[src/hw/rtl/tpi_pkg.sv]
package tpi_pkg;

    // Widths of the timestamp, the configuration registers and the config port
    localparam int TS_W   = 34;
    localparam int LEN_W  = 16;
    localparam int UNIT_W = 3;
    localparam int CFG_W  = 16;

    // Register indexes on the configuration port
    localparam logic CFG_UNIT   = 1'b0;
    localparam logic CFG_LENGTH = 1'b1;

    // Unit codes
    localparam logic [UNIT_W-1:0] UNIT_SEC   = 3'd0;
    localparam logic [UNIT_W-1:0] UNIT_MIN   = 3'd1;
    localparam logic [UNIT_W-1:0] UNIT_HOUR  = 3'd2;
    localparam logic [UNIT_W-1:0] UNIT_DAY   = 3'd3;
    localparam logic [UNIT_W-1:0] UNIT_WEEK  = 3'd4;
    localparam logic [UNIT_W-1:0] UNIT_MONTH = 3'd5;
    localparam logic [UNIT_W-1:0] UNIT_YEAR  = 3'd6;
    localparam logic [UNIT_W-1:0] UNIT_NONE  = 3'd7;

    // Time constants
    localparam int SECS_MIN   = 60;
    localparam int SECS_HOUR  = 3600;
    localparam int SECS_DAY   = 86400;
    localparam int WEEK_OFS   = 3 * 86400;
    localparam int SECS_WEEK  = 7 * 86400;
    localparam int MONTHS_YR  = 12;

    // Reciprocals for the timestamp quotients, scaled by 2^TS_W
    localparam int RCP_W = 29;
    localparam int C_W   = 20;
    localparam logic [RCP_W-1:0] RCP_MIN  = RCP_W'((64'd1 << TS_W) / 64'd60);
    localparam logic [RCP_W-1:0] RCP_HOUR = RCP_W'((64'd1 << TS_W) / 64'd3600);
    localparam logic [RCP_W-1:0] RCP_DAY  = RCP_W'((64'd1 << TS_W) / 64'd86400);
    localparam logic [RCP_W-1:0] RCP_WEEK = RCP_W'((64'd1 << TS_W) / 64'd604800);

    // Calendar constants; small reciprocals are scaled by 2^CAL_SH
    localparam int CAL_SH     = 20;
    localparam int DAYS_SHIFT = 719468;
    localparam int DAYS_ERA   = 146097;
    localparam int DAYS_CENT  = 36524;
    localparam int DAYS_4Y    = 1460;
    localparam int DAYS_YEAR  = 365;
    localparam int RCP_4Y     = (1 << CAL_SH) / 1460;
    localparam int RCP_YEAR   = (1 << CAL_SH) / 365;
    localparam int BASE_YEAR  = 1900;

    // Pipeline depths
    localparam int CDIV_LAT  = 3;
    localparam int CIVIL_LAT = 13;
    localparam int LDIV_LAT  = TS_W;
    localparam int TOTAL_LAT = 1 + CDIV_LAT + CIVIL_LAT + LDIV_LAT + 1;

    // Word handed between the pipeline sections
    typedef struct packed {
        logic [TS_W-1:0]   count;
        logic [UNIT_W-1:0] unit;
        logic [LEN_W-1:0]  length;
    } t_item;

    // Calendar working set carried down the civil pipeline
    typedef struct packed {
        t_item       item;
        logic [19:0] z;
        logic [2:0]  era;
        logic [17:0] doe;
        logic [2:0]  cen;
        logic        last;
        logic [29:0] prd;
        logic [8:0]  qe;
        logic [17:0] qc;
        logic [17:0] num;
        logic [8:0]  yoe;
        logic [17:0] t1;
        logic [8:0]  doy;
        logic [3:0]  mp;
        logic [3:0]  mon;
        logic [11:0] yr;
    } t_cal;

    // One step of the length divider
    typedef struct packed {
        logic [TS_W-1:0]  q;
        logic [LEN_W-1:0] rem;
        logic [LEN_W-1:0] len;
    } t_div;

endpackage

[src/hw/rtl/tpi_cdiv.sv]
module tpi_cdiv
    import tpi_pkg::*;
(
    input  logic              i_clk,
    input  logic              i_rst_n,
    input  logic              i_valid,
    input  logic [TS_W-1:0]   i_ts,
    input  logic [UNIT_W-1:0] i_unit,
    input  logic [LEN_W-1:0]  i_length,
    output logic              o_valid,
    output t_item             o_item
);

    logic                   r1_v, r2_v, r3_v;
    logic [TS_W-1:0]        r1_x, r2_x, r1_ts, r2_ts;
    logic [UNIT_W-1:0]      r1_unit, r2_unit;
    logic [LEN_W-1:0]       r1_len, r2_len;
    logic [C_W-1:0]         r1_c, r2_c;
    logic [TS_W+RCP_W-1:0]  r1_prd;
    logic [TS_W-1:0]        r2_q0, r2_qc;
    t_item                  r3_item;

    logic [TS_W-1:0]        n_x;
    logic [C_W-1:0]         n_c;
    logic [RCP_W-1:0]       n_rcp;
    logic [TS_W-1:0]        n_q0, n_rr, n_q;
    logic [TS_W-1:0]        n_count;

    // Pick the divisor constant and its reciprocal
    always_comb begin
        n_x   = i_ts;
        n_c   = C_W'(1);
        n_rcp = '0;
        case (i_unit)
            UNIT_MIN: begin
                n_c   = C_W'(SECS_MIN);
                n_rcp = RCP_MIN;
            end
            UNIT_HOUR: begin
                n_c   = C_W'(SECS_HOUR);
                n_rcp = RCP_HOUR;
            end
            UNIT_DAY, UNIT_MONTH, UNIT_YEAR: begin
                n_c   = C_W'(SECS_DAY);
                n_rcp = RCP_DAY;
            end
            UNIT_WEEK: begin
                n_c   = C_W'(SECS_WEEK);
                n_rcp = RCP_WEEK;
                n_x   = (i_ts >= TS_W'(WEEK_OFS)) ? i_ts - TS_W'(WEEK_OFS) : '0;
            end
            default: begin
                n_c   = C_W'(1);
                n_rcp = '0;
            end
        endcase
    end

    // Estimate quotient, then its back product, then correct by one
    always_comb begin
        n_q0 = TS_W'(r1_prd >> TS_W);
        n_rr = r2_x - r2_qc;
        n_q  = r2_q0 + ((n_rr >= TS_W'(r2_c)) ? TS_W'(1) : TS_W'(0));
        case (r2_unit)
            UNIT_SEC:                       n_count = r2_ts;
            UNIT_MIN, UNIT_HOUR, UNIT_DAY,
            UNIT_WEEK, UNIT_MONTH, UNIT_YEAR: n_count = n_q;
            default:                        n_count = '0;
        endcase
    end

    // Advance valid bits
    always_ff @(posedge i_clk) begin
        if (!i_rst_n) begin
            r1_v <= 1'b0;
            r2_v <= 1'b0;
            r3_v <= 1'b0;
        end else begin
            r1_v <= i_valid;
            r2_v <= r1_v;
            r3_v <= r2_v;
        end
    end

    // Advance payload
    always_ff @(posedge i_clk) begin
        r1_x    <= n_x;
        r1_ts   <= i_ts;
        r1_unit <= i_unit;
        r1_len  <= i_length;
        r1_c    <= n_c;
        r1_prd  <= (TS_W+RCP_W)'(n_x) * (TS_W+RCP_W)'(n_rcp);
        r2_x    <= r1_x;
        r2_ts   <= r1_ts;
        r2_unit <= r1_unit;
        r2_len  <= r1_len;
        r2_c    <= r1_c;
        r2_q0   <= n_q0;
        r2_qc   <= TS_W'((TS_W+C_W)'(n_q0) * (TS_W+C_W)'(r1_c));
        r3_item.count  <= n_count;
        r3_item.unit   <= r2_unit;
        r3_item.length <= r2_len;
    end

    assign o_valid = r3_v;
    assign o_item  = r3_item;

    // Estimate is never above the true quotient
    a_est_low: assert property (@(posedge i_clk) disable iff (!i_rst_n)
        r2_v |-> r2_qc <= r2_x)
        else $error("quotient estimate too large");

    // Remainder before correction stays below twice the divisor
    a_rem_rng: assert property (@(posedge i_clk) disable iff (!i_rst_n)
        r2_v && r2_c != C_W'(1) |-> (n_rr < TS_W'(r2_c) * TS_W'(2)))
        else $error("quotient estimate too small");

    // Undefined unit code counts nothing
    a_unit7: assert property (@(posedge i_clk) disable iff (!i_rst_n)
        r3_v && r3_item.unit == UNIT_NONE |-> r3_item.count == '0)
        else $error("undefined unit gave a count");

endmodule

[config.mk]
export PLATFORM = sky130hd
export DESIGN_NAME = tpi_cdiv
export DESIGN_NICKNAME = d
export VERILOG_FILES = /design/src/hw/rtl/tpi_pkg.sv /design/src/hw/rtl/tpi_cdiv.sv
export SDC_FILE = /design/constraint.sdc
export NUM_CORES = 2
export LEC_CHECK = 0
export BUFFER_PORTS_ARGS = -buffer_cell sky130_fd_sc_hd__buf_2
export CORE_ASPECT_RATIO = 0.8
export CORE_MARGIN = 4
export CORE_UTILIZATION = 60
export DETAILED_ROUTE_END_ITERATION = 6
export PLACE_DENSITY = 0.73
export SLEW_MARGIN = 40
export SYNTH_ARGS = -nofsm -noshare
export SYNTH_HDL_FRONTEND = slang
export SYNTH_SLANG_ARGS = --single-unit
export TNS_END_PERCENT = 30
[constraint.sdc]
create_clock -name i_clk -period 16.9 [get_ports i_clk]
set_input_delay 0.845 -clock i_clk [delete_from_list [all_inputs] [get_ports i_clk]]
set_output_delay 0.845 -clock i_clk [all_outputs]
set_load 0.005 [all_outputs]
# After elaboration in Yosys (flattened, before gate mapping)
# Index checks and enable logic that the tools add are counted.
op_classes:
  addsub: 3
  n_mul: 2
  order_cmp: 2
  n_eq_ne: 12
  mux: 6
  n_reduce_logical: 3
op_table:
  columns: ["cell", "n"]
  rows:
  - ["29-bit one-hot mux with 4 select lines", 1]
  - ["20-bit one-hot mux with 4 select lines", 1]
  - ["34-bit two-way mux", 2]
  - ["34-bit one-hot mux with 2 select lines", 1]
  - ["34-bit by 29-bit multiplier with 63-bit output", 1]
  - ["34-bit by 18-bit >= comparator with 1-bit output, second input constant", 1]
  - ["34-bit by 20-bit >= comparator with 1-bit output", 1]
  - ["29-bit by 20-bit multiplier with 34-bit output", 1]
  - ["34-bit by 18-bit subtractor with 34-bit output, second input constant", 1]
  - ["34-bit subtractor", 1]
  - ["29-bit by 1-bit adder with 30-bit output", 1]
  - ["3-bit == test, second input constant", 6]
  - ["3-bit by 2-bit == test with 1-bit output, second input constant", 4]
  - ["3-bit by 1-bit == test with 1-bit output, second input constant", 2]
  - ["6-bit OR reduction", 1]
  - ["3-bit zero test", 1]
  - ["3-bit OR reduction", 1]
  - ["1-bit two-way mux", 1]
word_totals:
  reg_bits: 396
  input_bits: 56
  output_inout_bits: 54
  elab_cells: 47

# Longest topological paths before layout
logic_depth:
  depth_word: 5
  mapped_depth: 40
  mapped_depth_nobuf: 38

# Worst setup path before layout
# No wires, ideal clock.
synth_timing:
  kind: "input port to flip-flop"
  startpoint: "input port i_ts[27]"
  endpoint: "register r1_prd[56]"
  arrival_time_ns: 9.766
  required_time_ns: 16.781
  slack_ns: 7.015
  stages: 36
  n_path_buf: 2
  cell_sequence: "or4_4 or4_4 nor4b_4 and3_1 clkbuf_1 or2_2 clkbuf_1 inv_1 nand2_1 inv_1 nor2_1 inv_1 fa_1 inv_1 fa_1 fa_1 fa_1 inv_1 fa_1 fa_1 fa_1 inv_1 fa_1 inv_1 ha_1 a21o_1 a21oi_1 nor2b_1 o21ai_0 a21o_1 and2_1 a211oi_4 o211ai_2 a31oi_1 a31oi_1 xnor2_1"
synth_via:
  elab_chain_cells: 4
  elab_cells_between_ends: 5
synth_rtl:
  columns: ["element", "line_no", "source"]
  rows:
  - ["from (decl)", "tpi_cdiv.sv:7", "input logic [TS_W-1:0] i_ts,"]
  - ["34-bit by 18-bit >= comparator with 1-bit output", "tpi_cdiv.sv:50", "n_x = (i_ts >= TS_W'(WEEK_OFS)) ? i_ts - TS_W'(WEEK_OFS) : '0;"]
  - ["34-bit two-way mux", "tpi_cdiv.sv:50", null]
  - ["34-bit two-way mux", "tpi_cdiv.sv:34", "case (i_unit)"]
  - ["via n_x[22]", "tpi_cdiv.sv:23", "logic [TS_W-1:0] n_x;"]
  - ["34-bit by 29-bit multiplier with 63-bit output", "tpi_cdiv.sv:92", "r1_prd <= (TS_W+RCP_W)'(n_x) * (TS_W+RCP_W)'(n_rcp);"]
  - ["to (signal assigned)", "tpi_cdiv.sv:92", null]
  - ["to (decl)", "tpi_cdiv.sv:19", "logic [TS_W+RCP_W-1:0] r1_prd;"]
# The timed path passes the listed nets, and every way through them passes these cells.
# A chain may end at the register's enable or synchronous reset.

# Worst setup path after layout
# Same ends and word-level chain as after synthesis.

==> summary.txt <==
Worst setup path
  – Crit path from: i_ts[27]
  – CP max-delay cell: nand3_1
  – Max stage delay on crit path: 0.80 ns
  – R2r setup slk: 9.08 ns
  – Startpoint Class: input pin
  – CP most frequent cell: fa_1
  – Endpoint arrival time on the critical path: 11.94 ns
  – CP Capture Type: flop
  – CP Class: input pin to flop
  – Crit path max fanout: 13
  – WP data required: between 15 and 20 ns
  – Reg2Reg Launch Point: r1_c[5]$_DFF_P_

Worst hold path
  – Hold Crit Class: flop to flop
  – Hold_sp: r2_len[11]$_DFF_P_

Detailed routing
  – Drt wl/cell: 23.0 µm
  – DRT iter0 DRCs: 3161
  – Post-route ant nets: 0
  – Drc violations: 0
  – DR vias: 32400
  – Vias per inst: ~5.5
  – DRT Wirelength: 135000 µm
  – Initial DRT Pass Iterations: 5

GRT
  – Gr usage total: about a third
  – First-pass GRT wire length: 206000 µm
  – Vias in the first global route: 33700
  – Pin count of the biggest net entering global routing: 52
  – GR Overflow Total: 0
  – Number of antenna violations at the first check in global routing: 16

Clock network
  – Clock slew at reported path FFs: 0.06 ns
  – H-tree Lvls: 2
  – CTS resizes: 0
  – Worst skew pair latency: 0.59 ns
  – Root buffer cell: clkbuf_16
  – Setup Fix Bufs, Post-CTS: 0
  – Max Root-Sink Buffers: 3
  – CTS tree: built
  – CTS Hold Bufs: 0
  – CTS buffer count: 38
  – # clock sinks: 338

Finish
  – Nets: 6371
  – Area of the multi-input gates: 33900 µm²
  – Fillers: ~6400
  – Area grow syn2layout: 6.54%
  – Reg area: around 6800 µm²
  – Share of cells above drive strength 1: 4.93%

Yosys
  – Syn_area_per_cell: 9.69 µm²
  – Seq/Total Area, Yosys: 14.7%
  – Top_reg_cell synth: dfxtp_1
  – Synth Register Bits: 338
  – Top-count cell post-synth: inv_1
  – Commonest cells in the netlist: inv_1 (1295), fa_1 (882), ha_1 (614), dfxtp_1 (338), nor2_1 (289)
  – Post-synth EDFFs: 0
  – Synth Instances: 4732
  – Ys Warns: 0
  – Synth unique cells: 69
  – Largest cells by area after synthesis: fa_1 (38%), ha_1 (17%), dfxtp_1 (15%)
  – Ys async rst share: 0%
  – Synth top area share: between 30% and 40%
  – Syn Std Cell Area: 45900 µm²
  – Yosys top cell by area: fa_1

Timing
  – Period utilization: around two thirds
  – Finish-stage setup viols: 0
  – RSZ-0062 raised after global routing: no
  – Slew @ Worst Pin: 0.892 ns
  – Fmax: 87.0 MHz
  – Slew Limit Fails: 0
  – Setup TNS Final: 0 ns
  – Worst slew margin: between 40% and 50%
  – Worst Clk Skew: 0.0407 ns
  – Fin crit period: 11.49 ns
  – Final hold violation count: 0

Floorplan
  – Die Y: 255 µm
  – Die area: 81000 µm²
  – Floorplan row count: 90
  – Starting density of the core: ~61%
  – Ports: 110
  – CORE AREA: 75600 µm²
  – Die W: 317 µm

Status
  – Status: complete, no violations

Place
  – IO Port Bufs: 109
  – HPWL Detailed: 116000 µm
  – Routability Congestion: 1.05

Job
  – Maxcap violations: 0
[state kept, by name (all words and copies together), names as in the netlist]
name     cells
r2_x        34
r2_qc       34
o_item      53
o_valid      1
r2_q0       29
r1_c         8
r1_ts       34
r1_x        34
r2_unit      3
r1_unit      3
r2_ts       34
r1_len      16
r1_prd      29
r2_len      16
r2_c         8
r2_v         1
r1_v         1
[stage by stage]
stage | worst slack [ns] | area [µm²] | hold WS [ns] | std cells | utilization [%]
2_1_floorplan | 7.01 | 45900 | 0.310 | 4735 | -
3_3_place_gp | 4.60 | 47600 | 0.310 | 5791 | 63.0
3_5_place_dp | 4.82 | 47600 | 0.312 | 5791 | 63.0
4_1_cts | 5.38 | 48800 | 0.324 | 5858 | 64.6
5_1_grt | 5.12 | 48900 | 0.329 | 5862 | 64.7
6_report | 5.41 | 48900 | 0.319 | 5866 | 64.7
[cells in the final DEF, fill, tap and decap left out, drive strengths merged, types with 9 or more instances in the layout]
| cell | n |
|---|---|
| nand4 | 23 |
| dfxtp | 338 |
| or3 | 10 |
| clkbuf | 49 |
| and3 | 10 |
| a21o | 60 |
| nor2b | 22 |
| or2 | 17 |
| nor3 | 33 |
| o21ai | 100 |
| a31oi | 12 |
| ha | 614 |
| nand2 | 241 |
| nand3 | 29 |
| buf | 139 |
| a21oi | 125 |
| fa | 882 |
| o21a | 22 |
| and2 | 198 |
| xor2 | 64 |
| inv | 1303 |
| o21bai | 12 |
| nand2b | 23 |
| o22ai | 11 |
| clkinv | 9 |
| o211ai | 9 |
| nor2 | 290 |
| xnor2 | 106 |
[cell families after synthesis]
group           count (synthesis)  synth area share, %
compound gates                406                 5.58
xor+xnor                      170                 3.25
other cells                     1              0.00817
buf+inv                      1391                 11.4
fa+ha+maj                    1496                 55.2
mux                             3               0.0655
flops                         338                 14.7
simple gates                  927                 9.73
[critical path: cells and delay by family]
kind                       cells  cell delay (ns)
and+or+nand+nor                9             4.14
AOI/OAI and AO/OA              7             1.84
buffers and inverters          7             0.74
xor gates and xnor gates       1             0.13
adders and majority gates      9             4.24
[path summary, 6_finish.rpt]
kind	endpoint	cells past startpoint
setup / recovery	r1_prd[56]$_DFF_P_	33
hold / removal	o_item[11]$_DFF_P_	0
setup reg to reg	r2_qc[33]$_DFF_P_	23
hold reg to reg	o_item[11]$_DFF_P_	0
[area by class of cell]
cell class / instances / share of cell area [%]
timing repair buffer: 139 / 1.58
multi-input combinational: 3006 / 69.4
antenna: 8 / 0.0410
inverter: 1296 / 9.95
clock buffer: 49 / 2.18
sequential: 338 / 13.8
clock inverter: 18 / 0.379
tap: 1012 / 2.59
[metal layers]
layer  track usage [%]  wire, µm
met1              51.5     58600
met2              47.3     54300
met3              11.1     17000
met4              10.5      4890
met5                 0        41
Power is not shown: default switching activity piles up to over one toggle a cycle in this logic, so the estimate is an artifact.
