$ cat config.mk
export PLATFORM = sky130hd
export DESIGN_NAME = tpi_civil
export DESIGN_NICKNAME = d
export VERILOG_FILES = /design/src/hw/rtl/tpi_pkg.sv /design/src/hw/rtl/tpi_civil.sv
export SDC_FILE = /design/constraint.sdc
export NUM_CORES = 2
export LEC_CHECK = 0
export BUFFER_PORTS_ARGS = -buffer_cell sky130_fd_sc_hd__buf_2
export CORE_MARGIN = 4
export CORE_UTILIZATION = 65
export CTS_CLUSTER_SIZE = 10
export DETAILED_ROUTE_END_ITERATION = 8
export PLACE_DENSITY = 0.81
export SYNTH_ARGS = -nofsm -noshare
export SYNTH_HDL_FRONTEND = slang
export SYNTH_SLANG_ARGS = --single-unit
$ cat constraint.sdc
create_clock -name i_clk -period 14.55 [get_ports i_clk]
set_clock_uncertainty 0.1 [all_clocks]
set_input_delay 2.91 -clock i_clk [delete_from_list [all_inputs] [get_ports i_clk]]
set_output_delay 2.91 -clock i_clk [all_outputs]
set_load 0.02 [all_outputs]
$ cat src/hw/rtl/tpi_pkg.sv
package tpi_pkg;

    // Widths of the timestamp, the configuration registers and the config port
    localparam int TS_W   = 34;
    localparam int LEN_W  = 16;
    localparam int UNIT_W = 3;
    localparam int CFG_W  = 16;

    // Register indexes on the configuration port
    localparam logic CFG_UNIT   = 1'b0;
    localparam logic CFG_LENGTH = 1'b1;

    // Unit codes
    localparam logic [UNIT_W-1:0] UNIT_SEC   = 3'd0;
    localparam logic [UNIT_W-1:0] UNIT_MIN   = 3'd1;
    localparam logic [UNIT_W-1:0] UNIT_HOUR  = 3'd2;
    localparam logic [UNIT_W-1:0] UNIT_DAY   = 3'd3;
    localparam logic [UNIT_W-1:0] UNIT_WEEK  = 3'd4;
    localparam logic [UNIT_W-1:0] UNIT_MONTH = 3'd5;
    localparam logic [UNIT_W-1:0] UNIT_YEAR  = 3'd6;
    localparam logic [UNIT_W-1:0] UNIT_NONE  = 3'd7;

    // Time constants
    localparam int SECS_MIN   = 60;
    localparam int SECS_HOUR  = 3600;
    localparam int SECS_DAY   = 86400;
    localparam int WEEK_OFS   = 3 * 86400;
    localparam int SECS_WEEK  = 7 * 86400;
    localparam int MONTHS_YR  = 12;

    // Reciprocals for the timestamp quotients, scaled by 2^TS_W
    localparam int RCP_W = 29;
    localparam int C_W   = 20;
    localparam logic [RCP_W-1:0] RCP_MIN  = RCP_W'((64'd1 << TS_W) / 64'd60);
    localparam logic [RCP_W-1:0] RCP_HOUR = RCP_W'((64'd1 << TS_W) / 64'd3600);
    localparam logic [RCP_W-1:0] RCP_DAY  = RCP_W'((64'd1 << TS_W) / 64'd86400);
    localparam logic [RCP_W-1:0] RCP_WEEK = RCP_W'((64'd1 << TS_W) / 64'd604800);

    // Calendar constants; small reciprocals are scaled by 2^CAL_SH
    localparam int CAL_SH     = 20;
    localparam int DAYS_SHIFT = 719468;
    localparam int DAYS_ERA   = 146097;
    localparam int DAYS_CENT  = 36524;
    localparam int DAYS_4Y    = 1460;
    localparam int DAYS_YEAR  = 365;
    localparam int RCP_4Y     = (1 << CAL_SH) / 1460;
    localparam int RCP_YEAR   = (1 << CAL_SH) / 365;
    localparam int BASE_YEAR  = 1900;

    // Pipeline depths
    localparam int CDIV_LAT  = 3;
    localparam int CIVIL_LAT = 13;
    localparam int LDIV_LAT  = TS_W;
    localparam int TOTAL_LAT = 1 + CDIV_LAT + CIVIL_LAT + LDIV_LAT + 1;

    // Word handed between the pipeline sections
    typedef struct packed {
        logic [TS_W-1:0]   count;
        logic [UNIT_W-1:0] unit;
        logic [LEN_W-1:0]  length;
    } t_item;

    // Calendar working set carried down the civil pipeline
    typedef struct packed {
        t_item       item;
        logic [19:0] z;
        logic [2:0]  era;
        logic [17:0] doe;
        logic [2:0]  cen;
        logic        last;
        logic [29:0] prd;
        logic [8:0]  qe;
        logic [17:0] qc;
        logic [17:0] num;
        logic [8:0]  yoe;
        logic [17:0] t1;
        logic [8:0]  doy;
        logic [3:0]  mp;
        logic [3:0]  mon;
        logic [11:0] yr;
    } t_cal;

    // One step of the length divider
    typedef struct packed {
        logic [TS_W-1:0]  q;
        logic [LEN_W-1:0] rem;
        logic [LEN_W-1:0] len;
    } t_div;

endpackage

$ cat src/hw/rtl/tpi_civil.sv
module tpi_civil
    import tpi_pkg::*;
(
    input  logic  i_clk,
    input  logic  i_rst_n,
    input  logic  i_valid,
    input  t_item i_item,
    output logic  o_valid,
    output t_item o_item
);

    t_cal                 r_st [CIVIL_LAT];
    t_cal                 n_st [CIVIL_LAT];
    logic [CIVIL_LAT-1:0] r_v;

    // Calendar steps, one per stage
    always_comb begin
        logic [17:0] rn;
        logic [8:0]  dq;
        logic [1:0]  cent;
        logic [11:0] v;
        logic [11:0] yy;

        // Shift days to a March-based era count
        n_st[0]      = '0;
        n_st[0].item = i_item;
        n_st[0].z    = 20'(i_item.count[17:0]) + 20'(DAYS_SHIFT);
        n_st[0].era  = '0;
        for (int k = 1; k <= 6; k++) begin
            if (n_st[0].z >= 20'(k * DAYS_ERA)) begin
                n_st[0].era = n_st[0].era + 3'd1;
            end
        end

        // Day of era
        n_st[1]     = r_st[0];
        n_st[1].doe = 18'(r_st[0].z - 20'(r_st[0].era) * 20'(DAYS_ERA));

        // Century and four-year terms
        n_st[2]      = r_st[1];
        n_st[2].cen  = '0;
        for (int k = 1; k <= 4; k++) begin
            if (r_st[1].doe >= 18'(k * DAYS_CENT)) begin
                n_st[2].cen = n_st[2].cen + 3'd1;
            end
        end
        n_st[2].last = (r_st[1].doe == 18'(DAYS_ERA - 1));
        n_st[2].prd  = 30'(r_st[1].doe) * 30'(RCP_4Y);

        n_st[3]    = r_st[2];
        n_st[3].qe = 9'(r_st[2].prd >> CAL_SH);
        n_st[3].qc = 18'(18'(n_st[3].qe) * 18'(DAYS_4Y));

        n_st[4]     = r_st[3];
        rn          = r_st[3].doe - r_st[3].qc;
        dq          = r_st[3].qe + ((rn >= 18'(DAYS_4Y)) ? 9'd1 : 9'd0);
        n_st[4].num = r_st[3].doe - 18'(dq) + 18'(r_st[3].cen) - 18'(r_st[3].last);

        // Year of era
        n_st[5]     = r_st[4];
        n_st[5].prd = 30'(r_st[4].num) * 30'(RCP_YEAR);

        n_st[6]    = r_st[5];
        n_st[6].qe = 9'(r_st[5].prd >> CAL_SH);
        n_st[6].qc = 18'(18'(n_st[6].qe) * 18'(DAYS_YEAR));

        n_st[7]     = r_st[6];
        n_st[7].yoe = r_st[6].qe
                    + ((r_st[6].num - r_st[6].qc >= 18'(DAYS_YEAR)) ? 9'd1 : 9'd0);

        // Day of year
        n_st[8]    = r_st[7];
        cent       = 2'((r_st[7].yoe >= 9'd100) ? 1 : 0)
                   + 2'((r_st[7].yoe >= 9'd200) ? 1 : 0)
                   + 2'((r_st[7].yoe >= 9'd300) ? 1 : 0);
        n_st[8].t1 = 18'(r_st[7].yoe) * 18'(DAYS_YEAR)
                   + 18'(r_st[7].yoe >> 2) - 18'(cent);

        n_st[9]     = r_st[8];
        n_st[9].doy = 9'(r_st[8].doe - r_st[8].t1);

        // March-based month
        n_st[10]    = r_st[9];
        v           = 12'(r_st[9].doy) * 12'd5 + 12'd2;
        n_st[10].mp = '0;
        for (int k = 1; k <= 11; k++) begin
            if (v >= 12'(153 * k)) begin
                n_st[10].mp = n_st[10].mp + 4'd1;
            end
        end

        // Civil month and year
        n_st[11]     = r_st[10];
        n_st[11].mon = (r_st[10].mp < 4'd10) ? r_st[10].mp + 4'd3 : r_st[10].mp - 4'd9;
        n_st[11].yr  = 12'(r_st[10].yoe) + 12'(r_st[10].era) * 12'd400
                     + ((n_st[11].mon <= 4'd2) ? 12'd1 : 12'd0);

        // Select the final unit count
        n_st[12] = r_st[11];
        yy       = r_st[11].yr - 12'(BASE_YEAR);
        case (r_st[11].item.unit)
            UNIT_MONTH: n_st[12].item.count = TS_W'(yy) * TS_W'(MONTHS_YR)
                                            + TS_W'(r_st[11].mon) - TS_W'(1);
            UNIT_YEAR:  n_st[12].item.count = TS_W'(yy);
            default:    n_st[12].item.count = r_st[11].item.count;
        endcase
    end

    // Advance valid bits
    always_ff @(posedge i_clk) begin
        if (!i_rst_n) begin
            r_v <= '0;
        end else begin
            r_v <= {r_v[CIVIL_LAT-2:0], i_valid};
        end
    end

    // Advance payload
    always_ff @(posedge i_clk) begin
        for (int k = 0; k < CIVIL_LAT; k++) begin
            r_st[k] <= n_st[k];
        end
    end

    assign o_valid = r_v[CIVIL_LAT-1];
    assign o_item  = r_st[CIVIL_LAT-1].item;

    // Month of year stays in range
    a_mon_rng: assert property (@(posedge i_clk) disable iff (!i_rst_n)
        r_v[11] |-> r_st[11].mon >= 4'd1 && r_st[11].mon <= 4'd12)
        else $error("month out of range");

    // Day of year stays within a year
    a_doy_rng: assert property (@(posedge i_clk) disable iff (!i_rst_n)
        r_v[9] |-> r_st[9].doy <= 9'd365)
        else $error("day of year out of range");

    // Non-calendar units pass their count through unchanged
    a_pass: assert property (@(posedge i_clk) disable iff (!i_rst_n)
        r_v[11] && r_st[11].item.unit != UNIT_MONTH && r_st[11].item.unit != UNIT_YEAR
        |=> r_st[12].item.count == $past(r_st[11].item.count))
        else $error("count altered for a non-calendar unit");

endmodule

Word level (Yosys, flattened, before mapping)
Memories as Yosys holds them, arrays and structs flattened. Index checks and enable logic that the tools add are counted.

Bits in registers: 13. RAM bits: 2977. Input port bits: 56. Output and inout bits: 54. Word-level logic and storage cells: 111. Memories kept: 1.

Memory list: r_st (words 13, bits a word 229, rd ports 13, clocked after memory_dff 0, write ports 13, RTL line tpi_civil.sv:12) `t_cal r_st [CIVIL_LAT];`.

$add $sub $neg: 40. Multiply operators: 9. Magnitude comparators: 28. Eq/ne operators: 3. Multiplexer cells: 29.

Operators with widths (count): one-hot mux 34 bit (2 select lines) (1); greater-or-equal comparator 12 x 11 -> 1 bit, second input constant (5); greater-or-equal comparator 20 bit, second input constant (3); multiplier 18 x 9 -> 27 bit, second input constant (2); subtractor 18 bit (3); 2-to-1 mux 4 bit (11); adder 4 x 1 -> 4 bit, second input constant (10); greater-or-equal comparator 20 x 19 -> 1 bit, second input constant (2); greater-or-equal comparator 12 x 10 -> 1 bit, second input constant (3); greater-or-equal comparator 18 x 17 -> 1 bit, second input constant (2); multiplier 9 x 9 -> 18 bit, second input constant (2); adder 3 x 1 -> 3 bit, second input constant (8); greater-or-equal comparator 12 x 9 -> 1 bit, second input constant (2); 2-to-1 mux 3 bit (8); adder 18 x 20 -> 20 bit, second input constant (1); greater-or-equal comparator 20 x 18 -> 1 bit, second input constant (1); adder 18 x 3 -> 18 bit (1); adder 18 x 7 -> 18 bit (1); adder 9 x 1 -> 9 bit (2); == test 18 bit, second input constant (1); greater-or-equal comparator 18 x 11 -> 1 bit, second input constant (1); greater-or-equal comparator 18 x 16 -> 1 bit, second input constant (1); greater-or-equal comparator 18 bit, second input constant (1); greater-or-equal comparator 18 x 9 -> 1 bit, second input constant (1); other kinds (27) (36).

Logic depth before layout (Yosys ltp)
An unclocked memory read counts as a cell.

Depth in word-level cells: 25. Depth in mapped cells: 39. Mapped depth without buffers: 39.

Worst setup path before layout
OpenSTA, ideal clock, no wires.

Path kind: flip-flop to flip-flop. From: mem r_st[1][250] in the netlist's numbering. To: mem r_st[1][476] in the netlist's numbering. Library setup time: 72 ps. Arrival: 6757 ps. Data required time: 14378 ps. Slack: 7620 ps. Stages on the path, launching flop included: 37. Path buffers: 2. Clock period less this slack: 6930 ps. Cells stage by stage: dfxtp_1 > ha_1 > ha_1 > buf_6 > or3_4 > o221a_4 > o21a_1 > and3_1 > a31oi_1 > nand2b_1 > inv_1 > ha_1 > buf_6 > xnor2_4 > ha_1 > o21bai_1 > o21ai_0 > o21ai_0 > inv_1 > ha_1 > mux2i_1 > xnor2_1 > nor2_1 > a21oi_1 > inv_1 > ha_1 > mux2i_1 > xor2_1 > nand2_1 > o21ai_0 > ha_1 > o22ai_1 > a31oi_1 > ha_1 > and3_1 > xnor2_1 > xnor2_1.

RTL lines (RTL line): from (decl) (tpi_civil.sv:12).

==> flow_metrics.tcl <==
set metrics [dict create \
    met1_usage_pct 27.0 \
    synth-compound-area-share_pct 6.82 \
    cp-start-kind "register" \
    dpl.hpwl_um 48800 \
    avgSynthCellArea_um2 11.9 \
    cts_resized 0 \
    fin_crit_sh_pct 53.1 \
    drc 0 \
    synthMuxAreaShare_pct 0.285 \
    busiest_layer "met2" \
    rsz0062_at_grt "false" \
    maxSlewViolCount 0 \
    final_core_util_pct 72.5 \
    clk_pin_slew_ns 0.06 \
    synth_edf_count 0 \
    ios 110 \
    synthAdderAreaFrac_pct 24.9 \
    cts_buffer_depth 3 \
    fillers 3896 \
    critPathSlowestCell "a31oi_1" \
    ys_seq_area_share_pct 52.0 \
    cts_root_buffer "clkbuf_16" \
    layout-drive-gt1-share_pct 8.10 \
    r2r_cells 34 \
    finalCriticalPeriod_ns 7.73 \
    drv_cap 0 \
    timing_worst_setup_path_type "register to register" \
    drt-vias-per-instance 5.22 \
    slowest_delay_ns 0.44 \
    endpoint_kind "register" \
    mappedNetlistArea_um2 40500 \
    syn2layout_area_growth_pct 10.6 \
    wl_per_cell_um 17.5 \
    maxSlewHeadroom_pct 43.2 \
    grt_pass1_vias 24927 \
    async_flop_share_pct 0 \
    port_buffers 109 \
    min_path_cells 0 \
    clock.fmax_mhz 129 \
    cts_made_buffers 116 \
    drt-initial-drc-count 1210 \
    critical_path_arrival_ns 8.18 \
    ant_nets 0 \
    cts.sink_count 1050 \
    final-hold-violation-count 0 \
    finalSetupTns_ns 0 \
    start_util_pct 65.6 \
    die_w_um 257 \
    dieArea_um2 66300 \
    cp.required_ns 15.01 \
    cts_tree "yes" \
    yosysWarnings 0 \
    grt_pass1_wl_um 127000 \
    tightestPinTransition_ns 0.830 \
    hold_path_class "register to register" \
    synth_top_family_by_area "adder cells" \
    wl_um 77100 \
    firstDrtPassIters 5 \
    synthCells 3397 \
    track_usage_pct 23.7 \
    final_nets 4294 \
    ys_ff_latch 1050 \
    antenna_found_initial 1 \
    critPathMaxFanout 10 \
    yosys.area_share.simple_pct 4.94 \
    gp_congestion 0.845 \
    synth-main-ff-cell "dfxtp_1" \
    vias 23014 \
    core_um2 61700 \
    postCtsHoldBufs 0 \
    status "complete, no violations" \
    fp.dieH_um 257 \
    ys_types 92 \
    gr-usage-met2_pct 44.9 \
    post_cts_buffers 0 \
    synth_xor_area_share_pct 4.81 \
    htree_levels 3 \
    num_rows 91 \
    clock_latency_ns 0.69 \
    grt_max_degree 35 \
    grt_util_met3_pct 3.95 \
    grt-ovfl-total 0 \
    setup_viol 0 \
    path_common_cell "ha_1" \
]
==> placed cells by master, fill, tap and decap left out, types with 8 or more instances in the layout <==
master	instances
a21boi_0	16
a21o_1	41
a21oi_1	117
a22oi_1	8
a31oi_1	16
and2_1	20
and3_1	11
buf_2	109
clkbuf_16	116
dfxtp_1	1050
fa_1	198
ha_1	486
inv_1	540
nand2_1	111
nand2b_1	23
nand3_1	27
nand4_1	15
nor2_1	97
nor2b_1	22
nor3_1	35
nor4_1	8
o21a_1	23
o21ai_0	92
o21bai_1	21
xnor2_1	132
xor2_1	67
==> flip-flops by register name (all words and copies together), names as in the netlist <==
register and cells:
r_st 1037, r_v 13
==> cell usage after synthesis (9+ instances only) <==
cell      number  area (um^2)
a31oi_1       16          100
nand3_1       27          135
and3_1        11         68.8
xnor2_1      132         1160
o21bai_1      21          158
a21boi_0      16          120
ha_1         486         6080
xor2_1        67          587
nand2b_1      23          144
o21a_1        23          173
o21ai_0       92          460
fa_1         198         3960
and2_1        20          125
nor2_1        98          368
nor3_1        35          175
clkbuf_1       9         33.8
nand4_1       15         93.8
a21oi_1      117          586
inv_1        540         2030
a21o_1        41          308
nand2_1      111          417
nor2b_1       22          138
buf_4         53          398
dfxtp_1     1050        21000
==> worst max-delay path, delay by kind of cell (launching register included) <==
| kind | cells | cell delay [ns] |
|---|---|---|
| AO/OA/AOI/OAI | 10 | 2.10 |
| XOR/XNOR | 5 | 0.92 |
| adder cells (fa/ha/maj) | 8 | 2.44 |
| buffers and inverters | 3 | 0.24 |
| flip-flops | 1 | 0.42 |
| multiplexers | 2 | 0.35 |
| AND/OR/NAND/NOR | 6 | 1.07 |
==> stage by stage <==
step           setup WS, ns  area [um^2]  std cells  hold WS (ns)
2_1_floorplan          7.62        40500       3398         0.210
6_report               6.82        44800       4408         0.186
4_1_cts                6.81        44800       4407         0.182
3_5_place_dp           6.86        41600       4273         0.212
3_3_place_gp           6.99        41600       4273         0.210
5_1_grt                6.12        44800       4407         0.187
==> layout make-up <==
type / instances / area (um^2) / share of cell area, %
well taps: 837 / 1050 / 2.34
diodes: 1 / 2.50 / 0.00559
multi-input cells: 1734 / 16900 / 37.7
inverters: 540 / 2030 / 4.53
flip-flops and latches: 1050 / 21000 / 47.0
repair buffers: 112 / 568 / 1.27
clock buffers: 125 / 2980 / 6.65
clock inverters: 9 / 235 / 0.525
==> layer usage <==
layer | part of all wire (%) | vias to the layer above
li1 | - | 11126
met1 | 39 | 11142
met2 | 54 | 556
met3 | 4.2 | 190
met4 | 3.2 | 0
met5 | 0 | -
==> cells by family (layout without fill, tap and decap cells) <==
group | count (synthesis) | in the layout
buffers and inverters | 614 | 786
xor gates and xnor gates | 209 | 209
and+or+nand+nor | 405 | 405
adders and majority gates | 685 | 685
muxes | 11 | 11
other | 2 | 4
AOI/OAI and AO/OA | 421 | 421
DFF | 1050 | 1050
==> final timing paths <==
kind	startpoint	end	slack (ns)
worst max-delay path	r_st[1][250]	r_st[1][476]	6.82
worst min-delay path	r_st[0][592]	r_st[0][821]	0.19
worst max register to register	r_st[1][250]	r_st[1][476]	6.82
worst min register to register	r_st[0][592]	r_st[0][821]	0.19
Power is not shown: default switching activity piles up to over one toggle a cycle in this logic, so the estimate is an artifact.
